--- src/rtl/qps_pkg.sv ---
package qps_pkg;

   // Block configuration
   localparam int NUM_BINS    = 64;
   localparam int GOOD_LEVEL  = 30;
   localparam int COUNT_WIDTH = 16;

   // Field widths
   localparam int CHAR_W  = 8;
   localparam int LEN_W   = 16;
   localparam int LEVEL_W = 8;
   localparam int SCORE_W = 18;

   // Fixed constants of the scoring rule
   localparam int CHAR_OFFSET = 32;
   localparam int PERCENT     = 100;
   localparam int ROUND_HALF  = PERCENT / 2;
   localparam int SCORE_MAX   = (1 << SCORE_W) - 1;

   // Derived widths
   localparam int BIN_W     = $clog2(NUM_BINS);
   localparam int WALK_W    = $clog2(NUM_BINS + 1);
   localparam int RUN_W     = COUNT_WIDTH + BIN_W;
   localparam int PROD_W    = LEVEL_W + LEN_W;
   localparam int DIV_W     = (COUNT_WIDTH + 1 > PROD_W) ? COUNT_WIDTH + 1 : PROD_W;

   // Reciprocals for exact division of a DIV_W-bit value by a constant:
   // q = (x * ceil(2^sh / d)) >> sh with sh = DIV_W + ceil(log2(d))
   localparam int     RCP_W     = DIV_W + 1;
   localparam int     MUL_W     = DIV_W + RCP_W;
   localparam int     THR_SH    = DIV_W + $clog2(PERCENT);
   localparam int     SCORE_SH  = DIV_W + $clog2(GOOD_LEVEL);
   localparam longint RCP_THR   = ((longint'(1) << THR_SH) + PERCENT - 1) / PERCENT;
   localparam longint RCP_SCORE = ((longint'(1) << SCORE_SH) + GOOD_LEVEL - 1) / GOOD_LEVEL;

   typedef enum logic [2:0] {
      ST_IDLE,
      ST_UPDATE,
      ST_THRESH,
      ST_DIV,
      ST_WALK,
      ST_MUL,
      ST_OUT
   } qps_state_type;

   // Map a raw quality character onto its histogram bin
   function automatic logic [BIN_W-1:0] bin_of(input logic [CHAR_W-1:0] ch);
      logic [CHAR_W:0] ofs;
      ofs = {1'b0, ch} - (CHAR_W + 1)'(CHAR_OFFSET);
      if (ch < CHAR_W'(CHAR_OFFSET)) begin
         return '0;
      end else if (ofs >= (CHAR_W + 1)'(NUM_BINS)) begin
         return BIN_W'(NUM_BINS - 1);
      end else begin
         return ofs[BIN_W-1:0];
      end
   endfunction

endpackage

--- src/rtl/qps_if.sv ---
interface qps_req_if;
   import qps_pkg::*;

   logic              valid;
   logic              ready;
   logic [CHAR_W-1:0] quality_char;
   logic              char_valid;
   logic              last;
   logic [LEN_W-1:0]  read_length;

   modport source (output valid, quality_char, char_valid, last, read_length, input ready);
   modport sink   (input valid, quality_char, char_valid, last, read_length, output ready);
endinterface

interface qps_rsp_if;
   import qps_pkg::*;

   logic               valid;
   logic               ready;
   logic [SCORE_W-1:0] score;
   logic [LEVEL_W-1:0] percentile_bin;
   logic               used_default;

   modport source (output valid, score, percentile_bin, used_default, input ready);
   modport sink   (input valid, score, percentile_bin, used_default, output ready);
endinterface

--- src/rtl/quality_percentile_score_top.sv ---
// Channel   Port     Dir  Beat contents
// -------   ------   ---  ---------------------------------------------------
// request   req_ch   in   quality_char, char_valid, last, read_length
// response  rsp_ch   out  score, percentile_bin, used_default (one per read)
//
// A counted character reads its histogram bin, then writes it back; an
// uncounted non-last beat only passes through idle. The last beat adds the
// end-of-read pass: the threshold division, the bin walk over the single
// histogram read port, the score division, then the response beat. One
// reciprocal multiplier does both divisions.
// Synchronous reset clears the histogram valid bits and the character count
// at once; no clearing pass. req_ch.ready is low while a beat is in work and
// while a response waits; a stalled response holds its payload.
module quality_percentile_score_top (
   input logic         clock,
   input logic         reset,
   qps_req_if.sink     req_ch,
   qps_rsp_if.source   rsp_ch
);
   import qps_pkg::*;

   qps_state_type state_ff, state_in;

   // Histogram storage and its per-entry valid bits
   logic [COUNT_WIDTH-1:0] hist_mem [NUM_BINS];
   logic [NUM_BINS-1:0]    hist_vld_ff, hist_vld_in;
   logic [BIN_W-1:0]       rd_addr;
   logic [COUNT_WIDTH-1:0] rd_data_ff;
   logic                   rd_vld_ff;
   logic [COUNT_WIDTH-1:0] rd_count;
   logic                   mem_we;
   logic [COUNT_WIDTH-1:0] mem_wdata;

   // Per-read context
   logic [BIN_W-1:0]       bin_ff, bin_in;
   logic                   last_ff, last_in;
   logic [LEN_W-1:0]       len_ff, len_in;
   logic [COUNT_WIDTH-1:0] cc_ff, cc_in;

   // Bin walk
   logic [COUNT_WIDTH-1:0] thr_ff, thr_in;
   logic [RUN_W-1:0]       run_ff, run_in;
   logic [WALK_W-1:0]      walk_ff, walk_in;
   logic [WALK_W-1:0]      hit_idx;
   logic                   walk_end;

   // Shared divider
   logic [DIV_W-1:0]     quo_ff, quo_in;
   logic                 div_score_ff, div_score_in;
   logic [RCP_W-1:0]     recip;
   logic [MUL_W-1:0]     mul_full;
   logic [DIV_W-1:0]     quo_div;

   // Result
   logic [LEVEL_W-1:0] level_ff, level_in;
   logic               dflt_ff, dflt_in;
   logic [SCORE_W-1:0] score_ff, score_in;
   logic [PROD_W-1:0]  prod;

   assign rd_count = rd_vld_ff ? rd_data_ff : '0;
   assign hit_idx  = walk_ff - WALK_W'(1);
   assign walk_end = (walk_ff == WALK_W'(NUM_BINS));
   assign prod     = PROD_W'(level_ff) * PROD_W'(len_ff);

   // Divide by the selected constant through its reciprocal
   assign recip    = div_score_ff ? RCP_W'(RCP_SCORE) : RCP_W'(RCP_THR);
   assign mul_full = {{RCP_W{1'b0}}, quo_ff} * {{DIV_W{1'b0}}, recip};
   assign quo_div  = div_score_ff ? DIV_W'(mul_full >> SCORE_SH) : DIV_W'(mul_full >> THR_SH);

   assign req_ch.ready         = (state_ff == ST_IDLE);
   assign rsp_ch.valid         = (state_ff == ST_OUT);
   assign rsp_ch.score         = score_ff;
   assign rsp_ch.percentile_bin = level_ff;
   assign rsp_ch.used_default  = dflt_ff;

   // Hold state
   always_ff @(posedge clock) begin
      if (reset) begin
         state_ff    <= ST_IDLE;
         hist_vld_ff <= '0;
         cc_ff       <= '0;
      end else begin
         state_ff    <= state_in;
         hist_vld_ff <= hist_vld_in;
         cc_ff       <= cc_in;
      end
   end

   always_ff @(posedge clock) begin
      bin_ff       <= bin_in;
      last_ff      <= last_in;
      len_ff       <= len_in;
      thr_ff       <= thr_in;
      run_ff       <= run_in;
      walk_ff      <= walk_in;
      quo_ff       <= quo_in;
      div_score_ff <= div_score_in;
      level_ff     <= level_in;
      dflt_ff      <= dflt_in;
      score_ff     <= score_in;
   end

   // Histogram memory: one write port, one registered read port
   always_ff @(posedge clock) begin
      if (mem_we) begin
         hist_mem[bin_ff] <= mem_wdata;
      end
      rd_data_ff <= hist_mem[rd_addr];
      rd_vld_ff  <= hist_vld_ff[rd_addr];
   end

   // Sequencer
   always_comb begin
      state_in     = state_ff;
      hist_vld_in  = hist_vld_ff;
      cc_in        = cc_ff;
      bin_in       = bin_ff;
      last_in      = last_ff;
      len_in       = len_ff;
      thr_in       = thr_ff;
      run_in       = run_ff;
      walk_in      = walk_ff;
      quo_in       = quo_ff;
      div_score_in = div_score_ff;
      level_in     = level_ff;
      dflt_in      = dflt_ff;
      score_in     = score_ff;
      mem_we       = 1'b0;
      mem_wdata    = (rd_count == '1) ? rd_count : rd_count + COUNT_WIDTH'(1);
      rd_addr      = bin_of(req_ch.quality_char);

      unique case (state_ff)
         ST_IDLE: begin
            // Capture the beat; its bin is read in the same edge
            if (req_ch.valid) begin
               bin_in  = bin_of(req_ch.quality_char);
               last_in = req_ch.last;
               len_in  = req_ch.read_length;
               if (req_ch.char_valid) begin
                  state_in = ST_UPDATE;
               end else if (req_ch.last) begin
                  state_in = ST_THRESH;
               end
            end
         end

         ST_UPDATE: begin
            // Write back the saturated bin count
            mem_we              = 1'b1;
            hist_vld_in[bin_ff] = 1'b1;
            cc_in               = (cc_ff == '1) ? cc_ff : cc_ff + COUNT_WIDTH'(1);
            state_in            = last_ff ? ST_THRESH : ST_IDLE;
         end

         ST_THRESH: begin
            // Load the divider with the rounded count
            quo_in       = DIV_W'(cc_ff) + DIV_W'(ROUND_HALF);
            div_score_in = 1'b0;
            state_in     = ST_DIV;
         end

         ST_DIV: begin
            if (!div_score_ff) begin
               thr_in   = quo_div[COUNT_WIDTH-1:0];
               run_in   = '0;
               walk_in  = '0;
               state_in = ST_WALK;
            end else begin
               // Saturate, present the result and drop the histogram
               score_in    = (quo_div > DIV_W'(SCORE_MAX)) ? SCORE_W'(SCORE_MAX)
                                                          : quo_div[SCORE_W-1:0];
               hist_vld_in = '0;
               cc_in       = '0;
               state_in    = ST_OUT;
            end
         end

         ST_WALK: begin
            // Issue one bin read a cycle; accumulate the bin read last cycle
            rd_addr = walk_end ? '0 : walk_ff[BIN_W-1:0];
            if (!walk_end) begin
               walk_in = walk_ff + WALK_W'(1);
            end
            if (walk_ff != '0) begin
               run_in = run_ff + RUN_W'(rd_count);
               if (run_in > RUN_W'(thr_ff)) begin
                  dflt_in  = (hit_idx == '0);
                  level_in = (hit_idx == '0) ? LEVEL_W'(GOOD_LEVEL)
                                             : LEVEL_W'(hit_idx[BIN_W-1:0]);
                  state_in = ST_MUL;
               end else if (walk_end) begin
                  dflt_in  = 1'b1;
                  level_in = LEVEL_W'(GOOD_LEVEL);
                  state_in = ST_MUL;
               end
            end
         end

         ST_MUL: begin
            // Load the divider with level times length
            quo_in       = DIV_W'(prod);
            div_score_in = 1'b1;
            state_in     = ST_DIV;
         end

         ST_OUT: begin
            if (rsp_ch.ready) begin
               state_in = ST_IDLE;
            end
         end

         default: begin
            state_in = ST_IDLE;
         end
      endcase
   end

endmodule

--- src/flat_wrapper.sv ---
// flat-port wrapper written by rule: the top's interface ports become plain ports
module quality_percentile_score_top_flat import qps_pkg::*;
  (clock, reset, req_ch_valid, req_ch_quality_char, req_ch_char_valid, req_ch_last, req_ch_read_length, req_ch_ready, rsp_ch_valid, rsp_ch_score, rsp_ch_percentile_bin, rsp_ch_used_default, rsp_ch_ready);
  qps_req_if req_ch_i ();
  qps_rsp_if rsp_ch_i ();
  input logic clock;
  input logic reset;
  input wire logic [$bits(req_ch_i.valid)-1:0] req_ch_valid;
  input wire logic [$bits(req_ch_i.quality_char)-1:0] req_ch_quality_char;
  input wire logic [$bits(req_ch_i.char_valid)-1:0] req_ch_char_valid;
  input wire logic [$bits(req_ch_i.last)-1:0] req_ch_last;
  input wire logic [$bits(req_ch_i.read_length)-1:0] req_ch_read_length;
  output wire logic [$bits(req_ch_i.ready)-1:0] req_ch_ready;
  output wire logic [$bits(rsp_ch_i.valid)-1:0] rsp_ch_valid;
  output wire logic [$bits(rsp_ch_i.score)-1:0] rsp_ch_score;
  output wire logic [$bits(rsp_ch_i.percentile_bin)-1:0] rsp_ch_percentile_bin;
  output wire logic [$bits(rsp_ch_i.used_default)-1:0] rsp_ch_used_default;
  input wire logic [$bits(rsp_ch_i.ready)-1:0] rsp_ch_ready;
  assign req_ch_i.valid = req_ch_valid;
  assign req_ch_i.quality_char = req_ch_quality_char;
  assign req_ch_i.char_valid = req_ch_char_valid;
  assign req_ch_i.last = req_ch_last;
  assign req_ch_i.read_length = req_ch_read_length;
  assign req_ch_ready = req_ch_i.ready;
  assign rsp_ch_valid = rsp_ch_i.valid;
  assign rsp_ch_score = rsp_ch_i.score;
  assign rsp_ch_percentile_bin = rsp_ch_i.percentile_bin;
  assign rsp_ch_used_default = rsp_ch_i.used_default;
  assign rsp_ch_i.ready = rsp_ch_ready;
  quality_percentile_score_top u_core (.clock(clock), .reset(reset), .req_ch(req_ch_i), .rsp_ch(rsp_ch_i));
endmodule
--- config.mk ---
export PLATFORM = sky130hd
export DESIGN_NAME = quality_percentile_score_top_flat
export DESIGN_NICKNAME = d
export VERILOG_FILES = /design/src/rtl/qps_pkg.sv /design/src/rtl/qps_if.sv /design/src/rtl/quality_percentile_score_top.sv /design/src/flat_wrapper.sv
export SDC_FILE = /design/constraint.sdc
export NUM_CORES = 2
export LEC_CHECK = 0
export BUFFER_PORTS_ARGS = -buffer_cell sky130_fd_sc_hd__buf_2
export CAP_MARGIN = 20
export CELL_PAD_IN_SITES_DETAIL_PLACEMENT = 0
export CELL_PAD_IN_SITES_GLOBAL_PLACEMENT = 1
export CORE_ASPECT_RATIO = 0.75
export CORE_MARGIN = 1.5
export CORE_UTILIZATION = 45
export DETAILED_ROUTE_END_ITERATION = 8
export PLACE_DENSITY = 0.72
export SLEW_MARGIN = 10
export SYNTH_ARGS = -nofsm -noshare
export SYNTH_HDL_FRONTEND = slang
export SYNTH_SLANG_ARGS = --single-unit
--- constraint.sdc ---
create_clock -name clock -period 7.94 [get_ports clock]
set_input_delay 0.397 -clock clock [delete_from_list [all_inputs] [get_ports clock]]
set_output_delay 0.397 -clock clock [all_outputs]
set_load 0.01 [all_outputs]
==> run summary <==
Final setup viols -> 0
Critical path's most frequent cell -> fa_1
Post-synth ARST share -> 0%
Die width -> 445 um
Reg-to-Reg Start -> u_core.div_score_ff
Final Cycle Share -> 95.2%
Final Power -> 31500 uW
WP data required -> 8.42 ns
Crit path arrival time -> 8.05 ns
Final Non-Filler Cells -> 7788
CTS Buffer Depth -> 3
Vias per cell -> 5.53
Post-CTS Setup Inserts -> 0
Area contributors post-synth -> edfxtp_1 (52%), fa_1 (9.9%), ha_1 (6.4%)
Share of cells above drive strength 1 -> 8.79%
Library cells used by synthesis -> 82
Wire length per cell -> 23.3 um
Slew at the pin closest to its max-slew limit -> 1.15 ns
Setup slack, reg-to-reg -> 0.38 ns
Reg2reg path depth -> 26
Post-DP HPWL -> 121000 um
Crit path kind -> flip-flop to flip-flop
Status -> complete, no violations
Drt total wl -> 181000 um
Dpl cells -> 7538
Worst-Skew Late Latency -> 0.77 ns
Initial antenna violation count -> 9
Post-Syn Area -> 66000 um^2
Gr usage total -> 24.3%
DRC -> 0
Hold Crit Class -> primary input to flip-flop
Area of the multi-input gates -> 26800 um^2
Synth warn -> 0
Synth Area per Inst -> 11.7 um^2
Synth Flop Type -> edfxtp_1
Root buffer cell -> clkbuf_16
# H-tree levels -> 3
Die height -> 335 um
Sequential Area -> 36300 um^2
Row count -> 121
Worst Skew -> 0.0539 ns
Synth Instances -> 5639
Starting DRT DRC Count -> 4284
Filler Cell Count -> 12800
Area delta synth->final -> 11.2%
Min-delay src -> req_ch_quality_char[2]
First-pass GRT wire length -> 270000 um
CP endpoint kind -> flip-flop
Commonest non-fill, non-tap cells in the layout -> edfxtp_1 (1141), nand2_1 (949), inv_1 (563)
Rel. slew slack -> 23.2%
CP peak stage delay -> 0.55 ns
Startpoint Class -> flip-flop
Worst Path Max Fanout -> 17
Worst VDD drop -> 0.000794 V
Placer Congestion -> 0.927
Setup TNS -> 0 ns
Largest area contributor in the netlist -> edfxtp_1
RSZ-0062 raised after global routing -> false
Max Cap Viol -> 0
Largest net degree at the start of global routing -> 142
NumNets Final -> 6474
Vias in the first global route -> 41500
Hold Violations, Final -> 0
Number of synthesized flops with an enable pin -> 1141
Antenna viol nets, final -> 0
TritonCTS buffer count -> 121
Leading cell type in the layout, fill and taps excluded -> edfxtp_1
Worst reg2reg path endpoint -> u_core.rsp_ch.score[5]
TritonCTS clock tree -> done
Worst Hold Depth -> 2
Post-synthesis sequential area ratio -> 55.0%
DR vias -> 43100
Core Footprint -> 145000 um^2
Die area -> 149000 um^2
Slew Limit Fails -> 0
Max Fclk -> 0.132 GHz
Cell Pwr Density -> 430 nW/um^2
Worst-path clk slew -> 0.06 ns
Ports -> 59
Port Buffers -> 56
TritonCTS Sinks -> 1241
Leakage -> 0.0292 uW
Yosys top cell area share -> 51.9%
Initial Utilization -> 45.4%
Crit-path slowest cell -> fa_1
WHS Endpoint -> u_core.bin_ff[2]
1st-pass router iterations -> 5
Overflow after GRT -> 0
Seq cells post-synth -> 1241
Final min period -> 7.56 ns
-- per-stage QoR --
| step | instance area (um^2) | setup slack [ns] | hold slack (ns) | util [%] |
|---|---|---|---|---|
| CTS | 73300 | 0.297 | 0.0371 | 50.4 |
| floorplan | 66100 | 0.0152 | 0.431 | - |
| finish | 73300 | 0.378 | 0.0810 | 50.4 |
| global placement | 69100 | 0.305 | 0.444 | 47.6 |
| global route | 73300 | 0.000300 | 0.0422 | 50.4 |
| detailed placement | 69100 | 0.305 | 0.453 | 47.6 |
-- sequential cells by signal (all words and copies together) (netlist names), 7 cells and up --
name,cells
u_core.hist_mem,1024
u_core.hist_vld_ff,64
u_core.quo_ff,23
u_core.run_ff,22
u_core.rsp_ch.score,18
u_core.cc_ff,16
u_core.len_ff,16
u_core.rd_data_ff,16
u_core.thr_ff,16
u_core.walk_ff,7
-- routing by layer --
| metal | global-route usage, % | up-vias | part of all wire [%] |
|---|---|---|---|
| met3 | 6.30 | 173 | 9.5 |
| met5 | 0 | - | 0.0055 |
| li1 | - | 19900 | - |
| met4 | 4.32 | 2 | 1.5 |
| met2 | 33.6 | 1553 | 41 |
| met1 | 38.3 | 21400 | 48 |
-- area by class of cell --
cell class | instances | share of cell area [%]
sequential | 1241 | 49.5
multi-input combinational | 3609 | 36.6
clock buffer | 163 | 4.43
tap | 1906 | 3.25
inverter | 563 | 2.88
timing repair buffer | 243 | 2.49
clock inverter | 62 | 0.923
antenna | 1 | 0.00341
-- cell usage after synthesis (10+ instances only) --
cell      number
nor3b_1       12
a222oi_1      17
a221oi_1      16
o21ai_1       13
buf_1         28
nor2_1       353
o21ai_0       90
nand2b_1      18
mux2_2        78
or2_2         10
a21oi_1      293
nand4_1       18
o221ai_1      34
clkbuf_1     162
a22oi_1       35
nor2b_1       15
xor2_1        46
xnor2_1       54
o21a_1        12
ha_1         340
and2_1       112
nor3_1        24
edfxtp_1    1141
mux2i_1       57
or3_1         30
fa_1         325
inv_1        563
dfxtp_1      100
o22ai_1       34
and3_1        51
nor4_1        18
o211ai_1      20
a311oi_1      34
a31oi_1       65
a21o_1        31
a32o_1        18
nand3_1      253
nand2_1      950
buf_2         61
-- worst max-delay path by stage --
stage	from	slack, ns	endpoint
after global routing	u_core.div_score_ff	0.0003	u_core.rsp_ch.score[5]
final	u_core.div_score_ff	0.38	u_core.rsp_ch.score[5]
after CTS	u_core.div_score_ff	0.30	u_core.thr_ff[14]
after floorplan	u_core.div_score_ff	0.02	u_core.rsp_ch.score[14]
after global placement	u_core.div_score_ff	0.30	u_core.thr_ff[14]
after detailed placement	u_core.div_score_ff	0.30	u_core.thr_ff[14]
-- report_power, final --
group	internal [uW]	leakage [uW]	switching, uW
clock network	3280	0.00190	2470
logic	6850	0.0160	10600
registers	8210	0.0113	97.4
total	18300	0.0292	13200
-- critical path, delay by kind of cell, from the launching register on --
family | cells | cell delay, ns
AO/OA/AOI/OAI | 8 | 1.86
AND/OR/NAND/NOR | 2 | 0.25
buffers and inverters | 8 | 1.05
flip-flops | 1 | 0.39
adder cells (fa/ha/maj) | 8 | 3.74
-- cell families after synthesis --
group / Yosys count / share of synthesized area, %
simple gates: 1885 / 12.5
flops: 1241 / 55.0
buf+inv: 832 / 5.02
compound gates: 778 / 7.61
fa+ha+maj: 665 / 16.3
mux: 136 / 2.23
xor+xnor: 100 / 1.33
other cells: 2 / 0.0114
-- timing repair --
item                       4_1_cts  5_1_grt
setup endpoints to repair        0       19
hold endpoints to repair        23        0
hold buffers                    22        0
gates resized for setup          0        6
Power figures use the tool's default switching activity.
